**config.mk**
```make
export PLATFORM = sky130hd
export DESIGN_NAME = kaiser_window_generator
export DESIGN_NICKNAME = d
export VERILOG_FILES = /design/src/kwg_pkg.sv /design/src/kaiser_window_generator.sv /design/src/kwg_divider.sv /design/src/kwg_datapath.sv /design/src/kwg_controller.sv
export SDC_FILE = /design/constraint.sdc
export NUM_CORES = 2
export LEC_CHECK = 0
export ABC_CLOCK_PERIOD_IN_PS = 35700
export BUFFER_PORTS_ARGS = -buffer_cell sky130_fd_sc_hd__buf_4
export CORE_MARGIN = 10
export CORE_UTILIZATION = 65
export DETAILED_ROUTE_END_ITERATION = 16
export GPL_TIMING_DRIVEN = 0
export PLACE_DENSITY = 0.81
export SYNTH_ARGS = -nofsm -noshare
export SYNTH_HDL_FRONTEND = slang
export SYNTH_HIERARCHICAL = 1
export SYNTH_SLANG_ARGS = --single-unit
```
**constraint.sdc**
```tcl
create_clock -name aclk -period 35.7 [get_ports aclk]
set_clock_uncertainty 0.2 [all_clocks]
set_input_delay 1.785 -clock aclk [delete_from_list [all_inputs] [get_ports aclk]]
set_output_delay 1.785 -clock aclk [all_outputs]
set_load 0.005 [all_outputs]
```
**src/kwg_pkg.sv**
```systemverilog
// Shared types, constants and command/status bundles for the Kaiser window generator.
// Used by the controller, the datapath, the divider and the top level.
`default_nettype none

package kwg_pkg;

    // Field and register widths
    localparam int LEN_W     = 13;
    localparam int BETA_W    = 16;
    localparam int IDX_W     = 12;
    localparam int COEF_W    = 16;
    localparam int CFG_IDX_W = 2;
    localparam int CFG_W     = 16;

    // Window limits and series length
    localparam int MAX_LENGTH   = 4096;
    localparam int SERIES_TERMS = 50;
    localparam int K_W          = $clog2(SERIES_TERMS);

    // Datapath widths
    localparam int Q_W    = 24;           // 4n(m-n) and (L-1)^2
    localparam int F_W    = 33;           // Q0.32 argument, up to 1.0
    localparam int RES_W  = 34;           // square root working value
    localparam int ROOT_W = 17;           // Q0.16 root, up to 1.0
    localparam int X_W    = 28;           // Q4.24 Bessel argument
    localparam int HALF_W = 27;
    localparam int SUM_W  = 48;           // Q24.24 sums and terms
    localparam int MA_W   = 48;           // multiplier A operand
    localparam int MH_W   = 24;           // multiplier A half
    localparam int MB_W   = 32;           // multiplier B operand
    localparam int MP_W   = MH_W + MB_W;  // partial product
    localparam int MR_W   = MP_W + 1;     // recombined product
    localparam int DIV_W  = 60;           // dividend / quotient
    localparam int DVS_W  = 48;           // divisor / remainder
    localparam int DCNT_W = 6;

    // Divide lengths for each use, dividends are left aligned in DIV_W bits
    localparam int DIVF_BITS = 56;
    localparam int DIVT_BITS = HALF_W;
    localparam int DIVC_BITS = DIV_W;

    localparam logic [SUM_W-1:0]  Q24_ONE  = SUM_W'(1) << 24;
    localparam logic [COEF_W-1:0] COEF_ONE = COEF_W'(32768);

    // Configuration register indexes
    localparam logic [CFG_IDX_W-1:0] REG_WINDOW_LENGTH = CFG_IDX_W'(0);
    localparam logic [CFG_IDX_W-1:0] REG_BETA_SHAPE    = CFG_IDX_W'(1);
    localparam logic [LEN_W-1:0]     LEN_RESET         = LEN_W'(64);
    localparam logic [BETA_W-1:0]    BETA_RESET        = BETA_W'(20480);

    typedef enum logic [4:0] {
        ST_IDLE,
        ST_CHECK,
        ST_SET_Q,
        ST_SET_D,
        ST_DIVF_GO,
        ST_DIVF_WAIT,
        ST_SQRT,
        ST_MULX_LO,
        ST_MULX_HI,
        ST_MULX_WB,
        ST_BES_INIT,
        ST_BES_DIV_GO,
        ST_BES_DIV_WAIT,
        ST_BES_TT_LO,
        ST_BES_TT_HI,
        ST_BES_TT_WB,
        ST_BES_TM_LO,
        ST_BES_TM_HI,
        ST_BES_TM_WB,
        ST_BES_ACC,
        ST_DIVC_GO,
        ST_DIVC_WAIT,
        ST_FINISH
    } ctrl_state_t;

    typedef enum logic [1:0] {
        DSEL_F,   // (4n(m-n) << 32) / (m*m)
        DSEL_T,   // (x/2) / k
        DSEL_C    // final ratio
    } div_sel_t;

    typedef enum logic [1:0] {
        MSEL_X,   // beta * root
        MSEL_TT,  // t * t
        MSEL_TM   // term * t2
    } mul_sel_t;

    typedef struct packed {
        logic     accept;
        logic     latch_flags;
        logic     set_q;
        logic     set_d;
        logic     div_start;
        div_sel_t div_sel;
        logic     sqrt_init;
        logic     sqrt_step;
        logic     mul_lo;
        logic     mul_hi;
        mul_sel_t mul_sel;
        logic     x_wb;
        logic     t2_wb;
        logic     term_wb;
        logic     bes_init;
        logic     bes_arg;    // 0: sample argument, 1: beta
        logic     bes_acc;
        logic     store_num;
        logic     store_den;
        logic     load_out;
    } kwg_cmd_t;

    typedef struct packed {
        logic div_busy;
        logic sqrt_done;
        logic oor;
        logic single;
        logic bes_done;
        logic out_stall;
    } kwg_status_t;

endpackage

`default_nettype wire

```
**src/kaiser_window_generator.sv**
```systemverilog
// Kaiser window generator: one coefficient I0(beta*sqrt(1-r^2))/I0(beta) per sample index.
// Top level; instantiates kwg_controller and kwg_datapath, uses kwg_pkg.
//
// Usage:
//   Write window_length (index 0) and beta_shape (index 1, Q4.12) through the
//   cfg_wr_en/cfg_index/cfg_data port while no item is in flight. Writes to
//   other indexes are dropped. Reset sets length 64 and beta 5.0.
//   Present a sample index on s_sample_index with s_valid; it transfers when
//   s_ready is high. One result transfers on m_valid/m_ready: the Q1.15
//   coefficient and the out_of_range flag.
//   Work: an index outside the window, or a window of length one, skips the
//   arithmetic. Otherwise the work is a 56-bit divide, 17 square-root steps
//   and the final 60-bit divide, plus the work for each series term, for each
//   of the two Bessel sums of up to 49 terms. The divider is shared and gives
//   one quotient bit per cycle.
//   One item is worked on at a time. The result sits in an output register,
//   so the next index is taken while it waits; when the receiver stalls, the
//   next result is held back until the register frees.
//   After reset the block is idle and ready at once.
`default_nettype none

module kaiser_window_generator (
    input  wire logic                           aclk,
    input  wire logic                           aresetn,
    input  wire logic                           cfg_wr_en,
    input  wire logic [kwg_pkg::CFG_IDX_W-1:0]  cfg_index,
    input  wire logic [kwg_pkg::CFG_W-1:0]      cfg_data,
    input  wire logic                           s_valid,
    output logic                                s_ready,
    input  wire logic [kwg_pkg::IDX_W-1:0]      s_sample_index,
    output logic                                m_valid,
    input  wire logic                           m_ready,
    output logic [kwg_pkg::COEF_W-1:0]          m_coefficient,
    output logic                                m_out_of_range
);
    import kwg_pkg::*;

    kwg_cmd_t    cmd;
    kwg_status_t status;

    // Sequence the work
    kwg_controller u_ctrl (
        .aclk    (aclk),
        .aresetn (aresetn),
        .s_valid (s_valid),
        .s_ready (s_ready),
        .status  (status),
        .cmd     (cmd)
    );

    // Arithmetic and storage
    kwg_datapath u_dp (
        .aclk           (aclk),
        .aresetn        (aresetn),
        .cfg_wr_en      (cfg_wr_en),
        .cfg_index      (cfg_index),
        .cfg_data       (cfg_data),
        .s_sample_index (s_sample_index),
        .m_ready        (m_ready),
        .cmd            (cmd),
        .status         (status),
        .m_valid        (m_valid),
        .m_coefficient  (m_coefficient),
        .m_out_of_range (m_out_of_range)
    );

endmodule

`default_nettype wire

```
**src/kwg_divider.sv**
```systemverilog
// Restoring divider, one quotient bit per cycle, for the Kaiser window generator.
// Dividend arrives left aligned; nbits sets the iteration count. Depends on kwg_pkg.
`default_nettype none

module kwg_divider (
    input  wire logic                        aclk,
    input  wire logic                        aresetn,
    input  wire logic                        start,
    input  wire logic [kwg_pkg::DIV_W-1:0]   dividend,
    input  wire logic [kwg_pkg::DVS_W-1:0]   divisor,
    input  wire logic [kwg_pkg::DCNT_W-1:0]  nbits,
    output logic                             busy,
    output logic [kwg_pkg::DIV_W-1:0]        quotient
);
    import kwg_pkg::*;

    logic                 busy_reg,  busy_next;
    logic [DCNT_W-1:0]    cnt_reg,   cnt_next;
    logic [DIV_W-1:0]     quo_reg,   quo_next;
    logic [DVS_W-1:0]     rem_reg,   rem_next;
    logic [DVS_W-1:0]     dvs_reg,   dvs_next;
    logic [DVS_W:0]       trial;
    logic [DVS_W:0]       diff;

    // One trial subtraction per cycle
    always_comb begin
        trial     = {rem_reg, quo_reg[DIV_W-1]};
        diff      = trial - {1'b0, dvs_reg};
        busy_next = busy_reg;
        cnt_next  = cnt_reg;
        quo_next  = quo_reg;
        rem_next  = rem_reg;
        dvs_next  = dvs_reg;
        if (start) begin
            busy_next = 1'b1;
            cnt_next  = nbits;
            quo_next  = dividend;
            rem_next  = '0;
            dvs_next  = divisor;
        end else if (busy_reg) begin
            if (trial >= {1'b0, dvs_reg}) begin
                rem_next = diff[DVS_W-1:0];
                quo_next = {quo_reg[DIV_W-2:0], 1'b1};
            end else begin
                rem_next = trial[DVS_W-1:0];
                quo_next = {quo_reg[DIV_W-2:0], 1'b0};
            end
            cnt_next = cnt_reg - DCNT_W'(1);
            if (cnt_reg == DCNT_W'(1)) begin
                busy_next = 1'b0;
            end
        end
    end

    always_ff @(posedge aclk) begin
        if (!aresetn) begin
            busy_reg <= 1'b0;
            cnt_reg  <= '0;
        end else begin
            busy_reg <= busy_next;
            cnt_reg  <= cnt_next;
        end
        quo_reg <= quo_next;
        rem_reg <= rem_next;
        dvs_reg <= dvs_next;
    end

    assign busy     = busy_reg;
    assign quotient = quo_reg;

endmodule

`default_nettype wire

```
**src/kwg_datapath.sv**
```systemverilog
// Datapath of the Kaiser window generator: configuration, argument, square root,
// shared multiplier, Bessel series registers and output register. Uses kwg_pkg, kwg_divider.
`default_nettype none

module kwg_datapath (
    input  wire logic                           aclk,
    input  wire logic                           aresetn,
    input  wire logic                           cfg_wr_en,
    input  wire logic [kwg_pkg::CFG_IDX_W-1:0]  cfg_index,
    input  wire logic [kwg_pkg::CFG_W-1:0]      cfg_data,
    input  wire logic [kwg_pkg::IDX_W-1:0]      s_sample_index,
    input  wire logic                           m_ready,
    input  wire kwg_pkg::kwg_cmd_t              cmd,
    output kwg_pkg::kwg_status_t                status,
    output logic                                m_valid,
    output logic [kwg_pkg::COEF_W-1:0]          m_coefficient,
    output logic                                m_out_of_range
);
    import kwg_pkg::*;

    // Configuration
    logic [LEN_W-1:0]  window_length_reg;
    logic [BETA_W-1:0] beta_shape_reg;

    // Item registers
    logic [IDX_W-1:0]  idx_reg;
    logic              oor_reg;
    logic              single_reg;
    logic [Q_W-1:0]    q_reg;
    logic [Q_W-1:0]    d_reg;

    // Square root
    logic [F_W-1:0]    sq_v_reg;
    logic [RES_W-1:0]  sq_res_reg;
    logic [F_W-1:0]    sq_bit_reg;
    logic [RES_W:0]    sq_trial;

    // Multiplier
    logic [MA_W-1:0]   mul_a;
    logic [MB_W-1:0]   mul_b;
    logic [MH_W-1:0]   mul_half;
    logic [MP_W-1:0]   mul_prod;
    logic [MP_W-1:0]   mul_p0_reg;
    logic [MP_W-1:0]   mul_p1_reg;
    logic [MR_W-1:0]   mul_res;

    // Series
    logic [X_W-1:0]    x_reg;
    logic [X_W-1:0]    xb;
    logic [HALF_W-1:0] half_reg;
    logic [SUM_W-1:0]  sum_reg;
    logic [SUM_W-1:0]  term_reg;
    logic [MB_W-1:0]   t2_reg;
    logic [K_W-1:0]    k_reg;
    logic [SUM_W-1:0]  sum_add;
    logic [SUM_W-1:0]  num_reg;
    logic [SUM_W-1:0]  den_reg;

    // Divider hookup
    logic [DIV_W-1:0]  div_dividend;
    logic [DVS_W-1:0]  div_divisor;
    logic [DCNT_W-1:0] div_nbits;
    logic              div_busy;
    logic [DIV_W-1:0]  div_quot;

    // Misc combinational
    logic [LEN_W-1:0]   len_eff;
    logic [IDX_W-1:0]   m_last;
    logic [IDX_W-1:0]   sm_a;
    logic [IDX_W-1:0]   sm_b;
    logic [2*IDX_W-1:0] sm_prod;
    logic [COEF_W-1:0]  coef_calc;
    logic [COEF_W-1:0]  coef_sel;

    logic              m_valid_reg;
    logic [COEF_W-1:0] m_coef_reg;
    logic              m_oor_reg;

    // Write configuration registers, ignore unknown indexes
    always_ff @(posedge aclk) begin
        if (!aresetn) begin
            window_length_reg <= LEN_RESET;
            beta_shape_reg    <= BETA_RESET;
        end else if (cfg_wr_en) begin
            if (cfg_index == REG_WINDOW_LENGTH) begin
                window_length_reg <= cfg_data[LEN_W-1:0];
            end else if (cfg_index == REG_BETA_SHAPE) begin
                beta_shape_reg <= cfg_data[BETA_W-1:0];
            end
        end
    end

    // Clamp length and derive range flags
    always_comb begin
        len_eff = (window_length_reg > LEN_W'(MAX_LENGTH)) ? LEN_W'(MAX_LENGTH)
                                                           : window_length_reg;
        m_last  = IDX_W'(len_eff - LEN_W'(1));
        sm_a    = cmd.set_q ? idx_reg : m_last;
        sm_b    = cmd.set_q ? (m_last - idx_reg) : m_last;
        sm_prod = sm_a * sm_b;
    end

    always_ff @(posedge aclk) begin
        if (cmd.accept) begin
            idx_reg <= s_sample_index;
        end
        if (cmd.latch_flags) begin
            oor_reg    <= (len_eff == '0) || ({1'b0, idx_reg} >= len_eff);
            single_reg <= (len_eff == LEN_W'(1));
        end
        if (cmd.set_q) begin
            q_reg <= {sm_prod[Q_W-3:0], 2'b00};
        end
        if (cmd.set_d) begin
            d_reg <= sm_prod;
        end
    end

    // Select divider operands, dividends left aligned
    always_comb begin
        unique case (cmd.div_sel)
            DSEL_F: begin
                div_dividend = {q_reg, (DIV_W-Q_W)'(0)};
                div_divisor  = DVS_W'(d_reg);
                div_nbits    = DCNT_W'(DIVF_BITS);
            end
            DSEL_T: begin
                div_dividend = {half_reg, (DIV_W-HALF_W)'(0)};
                div_divisor  = DVS_W'(k_reg);
                div_nbits    = DCNT_W'(DIVT_BITS);
            end
            DSEL_C: begin
                div_dividend = DIV_W'({num_reg, 15'b0}) + DIV_W'(den_reg >> 1);
                div_divisor  = den_reg;
                div_nbits    = DCNT_W'(DIVC_BITS);
            end
            default: begin
                div_dividend = '0;
                div_divisor  = '0;
                div_nbits    = '0;
            end
        endcase
    end

    kwg_divider u_div (
        .aclk     (aclk),
        .aresetn  (aresetn),
        .start    (cmd.div_start),
        .dividend (div_dividend),
        .divisor  (div_divisor),
        .nbits    (div_nbits),
        .busy     (div_busy),
        .quotient (div_quot)
    );

    // Square root, one result bit per cycle
    assign sq_trial = {1'b0, sq_res_reg} + (RES_W+1)'(sq_bit_reg);

    always_ff @(posedge aclk) begin
        if (cmd.sqrt_init) begin
            sq_v_reg   <= div_quot[F_W-1:0];
            sq_res_reg <= '0;
            sq_bit_reg <= F_W'(1) << 32;
        end else if (cmd.sqrt_step) begin
            if ((RES_W+1)'(sq_v_reg) >= sq_trial) begin
                sq_v_reg   <= F_W'((RES_W+1)'(sq_v_reg) - sq_trial);
                sq_res_reg <= (sq_res_reg >> 1) + RES_W'(sq_bit_reg);
            end else begin
                sq_res_reg <= sq_res_reg >> 1;
            end
            sq_bit_reg <= sq_bit_reg >> 2;
        end
    end

    // Multiply (a*b) >> 24 in two halves of A
    always_comb begin
        unique case (cmd.mul_sel)
            MSEL_X: begin
                mul_a = MA_W'({beta_shape_reg, 20'b0});
                mul_b = MB_W'(sq_res_reg[ROOT_W-1:0]);
            end
            MSEL_TT: begin
                mul_a = MA_W'(div_quot[HALF_W-1:0]);
                mul_b = MB_W'(div_quot[HALF_W-1:0]);
            end
            MSEL_TM: begin
                mul_a = term_reg;
                mul_b = t2_reg;
            end
            default: begin
                mul_a = '0;
                mul_b = '0;
            end
        endcase
        mul_half = cmd.mul_hi ? mul_a[MA_W-1:MH_W] : mul_a[MH_W-1:0];
        mul_prod = mul_half * mul_b;
        mul_res  = MR_W'(mul_p1_reg) + MR_W'(mul_p0_reg >> 24);
    end

    always_ff @(posedge aclk) begin
        if (cmd.mul_lo) begin
            mul_p0_reg <= mul_prod;
        end
        if (cmd.mul_hi) begin
            mul_p1_reg <= mul_prod;
        end
    end

    // Bessel series registers
    assign xb      = X_W'({beta_shape_reg, 12'b0});
    assign sum_add = sum_reg + term_reg;

    always_ff @(posedge aclk) begin
        if (cmd.x_wb) begin
            x_reg <= mul_res[X_W-1:0];
        end
        if (cmd.t2_wb) begin
            t2_reg <= mul_res[MB_W-1:0];
        end
        if (cmd.term_wb) begin
            term_reg <= mul_res[SUM_W-1:0];
        end else if (cmd.bes_init) begin
            term_reg <= Q24_ONE;
        end
        if (cmd.bes_init) begin
            half_reg <= HALF_W'((cmd.bes_arg ? xb : x_reg) >> 1);
            sum_reg  <= Q24_ONE;
            k_reg    <= K_W'(1);
        end else if (cmd.bes_acc) begin
            sum_reg <= sum_add;
            k_reg   <= k_reg + K_W'(1);
        end
        if (cmd.store_num) begin
            num_reg <= sum_add;
        end
        if (cmd.store_den) begin
            den_reg <= sum_add;
        end
    end

    // Round result already in quotient; clamp to 1.0
    always_comb begin
        coef_calc = (div_quot > DIV_W'(COEF_ONE)) ? COEF_ONE : div_quot[COEF_W-1:0];
        if (oor_reg) begin
            coef_sel = '0;
        end else if (single_reg) begin
            coef_sel = COEF_ONE;
        end else begin
            coef_sel = coef_calc;
        end
    end

    // Output register, holds while the receiver stalls
    always_ff @(posedge aclk) begin
        if (!aresetn) begin
            m_valid_reg <= 1'b0;
        end else if (cmd.load_out) begin
            m_valid_reg <= 1'b1;
        end else if (m_ready) begin
            m_valid_reg <= 1'b0;
        end
        if (cmd.load_out) begin
            m_coef_reg <= coef_sel;
            m_oor_reg  <= oor_reg;
        end
    end

    always_comb begin
        status.div_busy  = div_busy;
        status.sqrt_done = (sq_bit_reg == '0);
        status.oor       = (len_eff == '0) || ({1'b0, idx_reg} >= len_eff);
        status.single    = (len_eff == LEN_W'(1));
        status.bes_done  = (term_reg == '0) || (k_reg == K_W'(SERIES_TERMS - 1));
        status.out_stall = m_valid_reg && !m_ready;
    end

    assign m_valid        = m_valid_reg;
    assign m_coefficient  = m_coef_reg;
    assign m_out_of_range = m_oor_reg;

endmodule

`default_nettype wire

```
**src/kwg_controller.sv**
```systemverilog
// Sequencer for the Kaiser window generator: steps the datapath through argument,
// square root, two Bessel series and the final ratio. Depends on kwg_pkg.
`default_nettype none

module kwg_controller (
    input  wire logic                  aclk,
    input  wire logic                  aresetn,
    input  wire logic                  s_valid,
    output logic                       s_ready,
    input  wire kwg_pkg::kwg_status_t  status,
    output kwg_pkg::kwg_cmd_t          cmd
);
    import kwg_pkg::*;

    ctrl_state_t state_reg, state_next;
    logic        pass_reg,  pass_next;

    // Next state
    always_comb begin
        state_next = state_reg;
        pass_next  = pass_reg;
        unique case (state_reg)
            ST_IDLE:         if (s_valid) state_next = ST_CHECK;
            ST_CHECK: begin
                pass_next = 1'b0;
                if (status.oor || status.single) begin
                    state_next = ST_FINISH;
                end else begin
                    state_next = ST_SET_Q;
                end
            end
            ST_SET_Q:        state_next = ST_SET_D;
            ST_SET_D:        state_next = ST_DIVF_GO;
            ST_DIVF_GO:      state_next = ST_DIVF_WAIT;
            ST_DIVF_WAIT:    if (!status.div_busy) state_next = ST_SQRT;
            ST_SQRT:         if (status.sqrt_done) state_next = ST_MULX_LO;
            ST_MULX_LO:      state_next = ST_MULX_HI;
            ST_MULX_HI:      state_next = ST_MULX_WB;
            ST_MULX_WB:      state_next = ST_BES_INIT;
            ST_BES_INIT:     state_next = ST_BES_DIV_GO;
            ST_BES_DIV_GO:   state_next = ST_BES_DIV_WAIT;
            ST_BES_DIV_WAIT: if (!status.div_busy) state_next = ST_BES_TT_LO;
            ST_BES_TT_LO:    state_next = ST_BES_TT_HI;
            ST_BES_TT_HI:    state_next = ST_BES_TT_WB;
            ST_BES_TT_WB:    state_next = ST_BES_TM_LO;
            ST_BES_TM_LO:    state_next = ST_BES_TM_HI;
            ST_BES_TM_HI:    state_next = ST_BES_TM_WB;
            ST_BES_TM_WB:    state_next = ST_BES_ACC;
            ST_BES_ACC: begin
                if (!status.bes_done) begin
                    state_next = ST_BES_DIV_GO;
                end else if (!pass_reg) begin
                    pass_next  = 1'b1;
                    state_next = ST_BES_INIT;
                end else begin
                    state_next = ST_DIVC_GO;
                end
            end
            ST_DIVC_GO:      state_next = ST_DIVC_WAIT;
            ST_DIVC_WAIT:    if (!status.div_busy) state_next = ST_FINISH;
            ST_FINISH:       if (!status.out_stall) state_next = ST_IDLE;
            default:         state_next = ST_IDLE;
        endcase
    end

    // Datapath commands
    always_comb begin
        cmd         = '0;
        cmd.div_sel = DSEL_F;
        cmd.mul_sel = MSEL_X;
        cmd.bes_arg = pass_reg;
        unique case (state_reg)
            ST_IDLE:         cmd.accept = s_valid;
            ST_CHECK:        cmd.latch_flags = 1'b1;
            ST_SET_Q:        cmd.set_q = 1'b1;
            ST_SET_D:        cmd.set_d = 1'b1;
            ST_DIVF_GO: begin
                cmd.div_start = 1'b1;
                cmd.div_sel   = DSEL_F;
            end
            ST_DIVF_WAIT:    cmd.sqrt_init = !status.div_busy;
            ST_SQRT:         cmd.sqrt_step = !status.sqrt_done;
            ST_MULX_LO:      cmd.mul_lo = 1'b1;
            ST_MULX_HI:      cmd.mul_hi = 1'b1;
            ST_MULX_WB:      cmd.x_wb = 1'b1;
            ST_BES_INIT:     cmd.bes_init = 1'b1;
            ST_BES_DIV_GO: begin
                cmd.div_start = 1'b1;
                cmd.div_sel   = DSEL_T;
            end
            ST_BES_DIV_WAIT: cmd.div_sel = DSEL_T;
            ST_BES_TT_LO: begin
                cmd.mul_sel = MSEL_TT;
                cmd.mul_lo  = 1'b1;
            end
            ST_BES_TT_HI: begin
                cmd.mul_sel = MSEL_TT;
                cmd.mul_hi  = 1'b1;
            end
            ST_BES_TT_WB:    cmd.t2_wb = 1'b1;
            ST_BES_TM_LO: begin
                cmd.mul_sel = MSEL_TM;
                cmd.mul_lo  = 1'b1;
            end
            ST_BES_TM_HI: begin
                cmd.mul_sel = MSEL_TM;
                cmd.mul_hi  = 1'b1;
            end
            ST_BES_TM_WB:    cmd.term_wb = 1'b1;
            ST_BES_ACC: begin
                cmd.bes_acc   = 1'b1;
                cmd.store_num = status.bes_done && !pass_reg;
                cmd.store_den = status.bes_done && pass_reg;
            end
            ST_DIVC_GO: begin
                cmd.div_start = 1'b1;
                cmd.div_sel   = DSEL_C;
            end
            ST_DIVC_WAIT:    cmd.div_sel = DSEL_C;
            ST_FINISH:       cmd.load_out = !status.out_stall;
            default:         cmd.accept = 1'b0;
        endcase
    end

    always_ff @(posedge aclk) begin
        if (!aresetn) begin
            state_reg <= ST_IDLE;
            pass_reg  <= 1'b0;
        end else begin
            state_reg <= state_next;
            pass_reg  <= pass_next;
        end
    end

    assign s_ready = (state_reg == ST_IDLE);

endmodule

`default_nettype wire

```
==> out/qor.log, run 1 <==
INFO  yosys          synth-warning-count=6
INFO  cts            cts.htree.levels=3
INFO  yosys          synthDominantCellAreaShare=22.25%
INFO  cts            cts_root_buf=sky130_fd_sc_hd__clkbuf_16
INFO  global_routing grt_max_degree=39
INFO  global_routing first_global_vias=58620
INFO  yosys          async_flop_share=0%
INFO  yosys          synth_edf_count=525
INFO  global_routing global_route.overflow_total=0
INFO  die            die_y=350.2µm
INFO  yosys          synth-seq-area-share=27.78%
INFO  placed_design  buffer_ports.inserted=53
INFO  yosys          synthesis.area_per_instance=9.375µm²
INFO  die            initial_utilization=65.29%
INFO  die            fp.dieW=350.2µm
INFO  die            num_io_pins=54
INFO  yosys          yosysUniqueCellTypes=106
INFO  cts            cts_buffers=81
INFO  run_status     last-stage-reached=detailed routing (5_2_route)
INFO  global_routing antenna_found_initial=15
INFO  yosys          synthFlopType=sky130_fd_sc_hd__edfxtp_1
INFO  global_routing global_route_wire_length_before_repair=367.2mm
INFO  placed_design  globalplace.congestion=1.100
INFO  cts            ctsResizeCount=0
INFO  yosys          number_of_instances_in_the_synthesized_netlist=7559
INFO  cts            clock_path_buffers=3
INFO  cts            cts_hold_repair.buffers=0
INFO  yosys          ys_ff_latch=721
INFO  yosys          netlist_top_cells_area=sky130_fd_sc_hd__edfxtp_1 (22%), sky130_fd_sc_hd__fa_1 (22%), sky130_fd_sc_hd__ha_1 (8.9%)
INFO  run_status     first_error_in_the_log=Error: u_dp/u_div/_0134_ 2 pin not visited #guides = 29
INFO  yosys          synth_area_leader_cell=sky130_fd_sc_hd__edfxtp_1
INFO  cts            numClockSinks=721
INFO  die            num_rows=121
INFO  cts            postCtsSetupBuffers=0
INFO  run_status     run_status=did not finish
INFO  placed_design  detailed_placement_wirelength_estimate=200.9mm
INFO  yosys          postSynthNetCount=8860
INFO  yosys          synthesis.area=70870µm²
INFO  global_routing groute.usage.overall=40.40%
-- per-layer routing --
layer,GRT usage (%)
met5,0.07846
met4,28.40
met2,60.88
met3,10.76
met1,50.51
-- logic make-up after synthesis --
logic type,after synthesis,share of synthesized area [%]
and+or+nand+nor,2426,15.33
buffers and inverters,1303,7.011
AOI/OAI and AO/OA,1296,12.11
adders and majority gates,1266,30.44
DFF,721,27.78
xor gates and xnor gates,316,3.905
muxes,231,3.416
-- per-stage QoR --
stage	instances	setup WS (ns)	hold WS, ns	cell area, µm²
CTS	9201	22.59	0.2733	76300
detailed placement	9051	22.63	0.2808	73510
global placement	9026	17.82	0.2688	73040
global route	9203	21.48	0.3169	76310
floorplan	7559	22.97	0.2435	70870
-- cell usage after synthesis, types with 19 or more instances --
master / instances
sky130_fd_sc_hd__nor4_1: 43
sky130_fd_sc_hd__xor2_1: 133
sky130_fd_sc_hd__o21a_1: 60
sky130_fd_sc_hd__a311oi_1: 37
sky130_fd_sc_hd__o21ai_1: 28
sky130_fd_sc_hd__a21o_1: 124
sky130_fd_sc_hd__o31ai_1: 19
sky130_fd_sc_hd__and3_1: 45
sky130_fd_sc_hd__or2_2: 19
sky130_fd_sc_hd__a22oi_1: 33
sky130_fd_sc_hd__fa_1: 764
sky130_fd_sc_hd__inv_1: 956
sky130_fd_sc_hd__o21bai_1: 48
sky130_fd_sc_hd__o21ai_0: 252
sky130_fd_sc_hd__and2_1: 159
sky130_fd_sc_hd__nand3_1: 103
sky130_fd_sc_hd__edfxtp_1: 525
sky130_fd_sc_hd__nor2b_1: 84
sky130_fd_sc_hd__mux2i_1: 147
sky130_fd_sc_hd__mux2_2: 83
sky130_fd_sc_hd__o211ai_1: 21
sky130_fd_sc_hd__nand2b_1: 59
sky130_fd_sc_hd__a21boi_0: 37
sky130_fd_sc_hd__buf_2: 19
sky130_fd_sc_hd__or3_1: 32
sky130_fd_sc_hd__nor2_1: 591
sky130_fd_sc_hd__nand4_1: 57
sky130_fd_sc_hd__ha_1: 502
sky130_fd_sc_hd__clkbuf_1: 295
sky130_fd_sc_hd__nor3b_1: 24
sky130_fd_sc_hd__o22ai_1: 28
sky130_fd_sc_hd__a211oi_1: 50
sky130_fd_sc_hd__xnor2_1: 183
sky130_fd_sc_hd__dfxtp_1: 196
sky130_fd_sc_hd__a31oi_1: 56
sky130_fd_sc_hd__a21oi_1: 324
sky130_fd_sc_hd__nand2_1: 1088
sky130_fd_sc_hd__nor3_1: 80
==> run 2: changes to the inputs <==
--- a/config.mk
+++ b/config.mk
@@ -8,10 +8,10 @@
 export ABC_CLOCK_PERIOD_IN_PS = 35700
 export BUFFER_PORTS_ARGS = -buffer_cell sky130_fd_sc_hd__buf_4
 export CORE_MARGIN = 10
-export CORE_UTILIZATION = 65
+export CORE_UTILIZATION = 40
 export DETAILED_ROUTE_END_ITERATION = 16
 export GPL_TIMING_DRIVEN = 0
-export PLACE_DENSITY = 0.81
+export PLACE_DENSITY_LB_ADDON = 0.15
 export SYNTH_ARGS = -nofsm -noshare
 export SYNTH_HDL_FRONTEND = slang
 export SYNTH_HIERARCHICAL = 1
==> run 2 against run 1 <==
Net effect: the flow now finishes, with violations (capacitance limit, slew limit); global-route usage down 13 points; area after synthesis unchanged; synthesized cell count unchanged.
==> out/qor.log, run 2 <==
INFO  run_status     run_status=complete, but fails checks
INFO  run_status     violations=capacitance limit, slew limit
INFO  yosys          postSynthNetCount=8860
INFO  yosys          synth-seq-area-share=27.78%
INFO  setup_path     category_of_the_worst_setup_path_launch_point=register
INFO  yosys          synth_top_family_by_area=adder cells
INFO  die            floorplan.core_area=176100µm²
INFO  yosys          synthesis.area_per_instance=9.375µm²
INFO  timing         period_needed=13.56ns
INFO  setup_path     timing.setup.critical_path_class=reg -> reg
INFO  power          cellPowerDensity=112.6nW/µm²
INFO  yosys          synthSimpleGateAreaFrac=15.33%
INFO  power          ir_drop=0.5885mV
INFO  route          drtAntennaViolNets=0
INFO  yosys          synth_fa_ha_area_share=30.44%
INFO  yosys          synth_compound_gate_area_share=12.11%
INFO  global_routing first_global_vias=57179
INFO  die            fp.dieArea=194400µm²
INFO  yosys          synthFlopType=sky130_fd_sc_hd__edfxtp_1
INFO  route          avgRoutedWirePerCell=26.23µm
INFO  cts            cts_root_buf=sky130_fd_sc_hd__clkbuf_16
INFO  cts            postCtsSetupBuffers=0
INFO  global_routing grt_max_degree=52
INFO  global_routing met1_usage_in_global_routing=35.85%
INFO  timing         unrepaired_setup_endpoints_after_global_routing=false
INFO  power          intPower=4.229mW
INFO  cts            clk_latency=0.73ns
INFO  yosys          yosys-mux-area-fraction=3.416%
INFO  yosys          synth_edf_count=525
INFO  flow_run       maxCapViolations=2
INFO  placed_design  globalplace.congestion=1.011
INFO  route          detailed_route_via_count=57260
INFO  yosys          synthesis.area=70870µm²
INFO  route          drc_errors=0
INFO  yosys          synthDominantCellAreaShare=22.25%
INFO  setup_path     cp_data_required_time=35.87ns
INFO  layout         layout-drive-gt1-share=5.530%
INFO  timing         final_critical_path_setup_slack=22.14ns
INFO  power          share_clk_of_total_power=11.1%
INFO  die            num_rows=154
INFO  yosys          yosysUniqueCellTypes=106
INFO  cts            ctsResizeCount=0
INFO  placed_design  preCtsSetupSlack=22.45ns
INFO  global_routing grt_use_met3=4.125%
INFO  cts            numClockSinks=721
INFO  placed_design  placed_area=74710µm²
INFO  timing         fin_hold_ws=0.2955ns
INFO  route          firstDrtPassIters=5
INFO  yosys          synth-warning-count=6
INFO  placed_design  detailed_placement_wirelength_estimate=219.7mm
INFO  global_routing global_route.overflow_total=0
INFO  setup_path     crit_path_end_kind=register
INFO  global_routing antenna_found_initial=17
INFO  yosys          synth_area_leader_cell=sky130_fd_sc_hd__edfxtp_1
INFO  placed_design  buffer_ports.inserted=53
INFO  timing         hold_viol=0
INFO  layout         layout.cell_area.non_filler=77860µm²
INFO  layout         areaGrowthSynthToFinish=9.860%
INFO  setup_path     worst_r2r_startpoint=u_ctrl/state_reg[4]
INFO  die            initial_utilization=40.24%
INFO  power          power.combinational.fraction=69.0%
INFO  layout         total_number_of_nets_in_the_final_design=9036
INFO  timing         max_clk_rate=0.07374GHz
INFO  yosys          netlist_top_cells_area=sky130_fd_sc_hd__edfxtp_1 (22%), sky130_fd_sc_hd__fa_1 (22%), sky130_fd_sc_hd__ha_1 (8.9%)
INFO  power          seqPwrFrac=19.9%
INFO  setup_path     worst_ep_arrival_time=13.73ns
INFO  timing         max_slew_vio_count=1
INFO  cts            cts_buffers=91
INFO  layout         layout_commonest_cell=sky130_fd_sc_hd__nand2_1
INFO  setup_path     crit_path_top_delay_cell=sky130_fd_sc_hd__o22ai_1
INFO  timing         period_share=37.98%
INFO  cts            tritoncts=done
INFO  global_routing gr-max-usage-layer=met2
INFO  setup_path     slowest_delay=1.08ns
INFO  cts            cts_hold_repair.buffers=0
INFO  cts            clock_path_buffers=3
INFO  setup_path     path_common_cell=sky130_fd_sc_hd__fa_1
INFO  yosys          async_flop_share=0%
INFO  power          power.net_switching=4.541mW
INFO  layout         max_ffs_per_register=60
INFO  timing         finalSetupTns=0ns
INFO  layout         filler_cell_count=17363
INFO  yosys          yosysMostFrequentCell=sky130_fd_sc_hd__nand2_1
INFO  timing         setup_viol=0
INFO  yosys          cell_types_with_the_highest_counts_after_synthesis=sky130_fd_sc_hd__nand2_1 (1088), sky130_fd_sc_hd__inv_1 (956), sky130_fd_sc_hd__fa_1 (764)
INFO  global_routing global_route_wire_length_before_repair=387.2mm
INFO  power          power.static_leakage=32.63nW
INFO  setup_path     critical_path_fanout_max=10
INFO  power          netSwitchingFraction=51.78%
INFO  timing         worstMarginPinSlew=1.487ns
INFO  cts            cts.htree.levels=3
INFO  min_path       worst_hold_path_type=reg -> reg
INFO  die            fp.dieW=440.9µm
INFO  cts            clk_transition_reported_paths=0.06ns
INFO  global_routing groute.layer.met2.usage=42.36%
INFO  min_path       worst_hold_startpoint=u_dp/u_div/rem_reg[21]
INFO  layout         layout.cells.most_common_list=sky130_fd_sc_hd__nand2_1 (1087), sky130_fd_sc_hd__inv_1 (955), sky130_fd_sc_hd__fa_1 (764), sky130_fd_sc_hd__nor2_1 (586), sky130_fd_sc_hd__edfxtp_1 (525)
INFO  layout         final_core_utilization=44.21%
INFO  route          dr.first_iter.drc_count=5616
INFO  die            die_y=440.9µm
INFO  yosys          ys_ff_latch=721
INFO  global_routing groute.usage.overall=27.04%
INFO  setup_path     setup.worst_path.start=u_ctrl/state_reg[4]
INFO  yosys          number_of_instances_in_the_synthesized_netlist=7559
INFO  die            num_io_pins=54
INFO  route          postRouteWirelength=266.4mm
INFO  yosys          post_synth_xor_area_fraction=3.905%
INFO  route          vias_per_cell=5.637
INFO  timing         timing.max_slew.rel_slack=-0.2145%
[run 2: cell type report]
cell class	count	area, µm²	share of cell area, %
multi-input cells	5535	46310	59.48
clock inverters	47	578.1	0.7425
repair buffers	83	820.8	1.054
inverters	960	3603	4.628
plain buffers	343	1365	1.753
well taps	2340	2928	3.760
diodes	6	15.01	0.01928
clock buffers	123	2551	3.277
flip-flops and latches	721	19690	25.29
[run 2: layer usage]
layer  up-vias  routed length, µm
met2      2252             118700
li1      25660                  -
met5         -                 28
met3       552              18010
met4         4              17760
met1     28792             111900
[run 2: power groups by stage]
stage	logic, mW	clock network [mW]	registers, mW
6_report	6.05	0.971	1.75
5_1_grt	6.68	1.02	1.76
4_1_cts	5.97	0.990	1.75
3_5_place_dp	5.92	0	1.76
3_3_place_gp	5.85	0	1.77
2_1_floorplan	3.90	0	1.65
[run 2: worst max-delay path: cells and delay by family (launching register included)]
| kind | cells | cell delay [ns] |
|---|---|---|
| compound gates | 8 | 2.41 |
| flops | 1 | 0.45 |
| buf+inv | 9 | 2.94 |
| xor+xnor | 1 | 0.65 |
| simple gates | 7 | 2.42 |
| fa+ha+maj | 8 | 4.13 |
[run 2: logic make-up (layout without fill, tap and decap cells)]
| logic type | Yosys count | count (layout) |
|---|---|---|
| simple gates | 2426 | 2426 |
| buf+inv | 1303 | 1556 |
| compound gates | 1296 | 1296 |
| fa+ha+maj | 1266 | 1266 |
| flops | 721 | 721 |
| xor+xnor | 316 | 316 |
| mux | 231 | 231 |
| other cells | 0 | 6 |
[run 2: metrics by stage]
step	std cells	power, mW
2_1_floorplan	7559	5.552
3_3_place_gp	9952	7.623
3_5_place_dp	9981	7.682
4_1_cts	10151	8.702
5_1_grt	10153	9.466
6_report	10158	8.769
[run 2: path summary, 6_finish.rpt]
path         slack (ns)  depth (start not counted)                     end
max               22.14                         33     u_dp/mul_p0_reg[45]
min                0.30                          2  u_dp/u_div/rem_reg[22]
max reg2reg       22.14                         33     u_dp/mul_p0_reg[45]
min reg2reg        0.30                          2  u_dp/u_div/rem_reg[22]
Power figures use the tool's default switching activity.
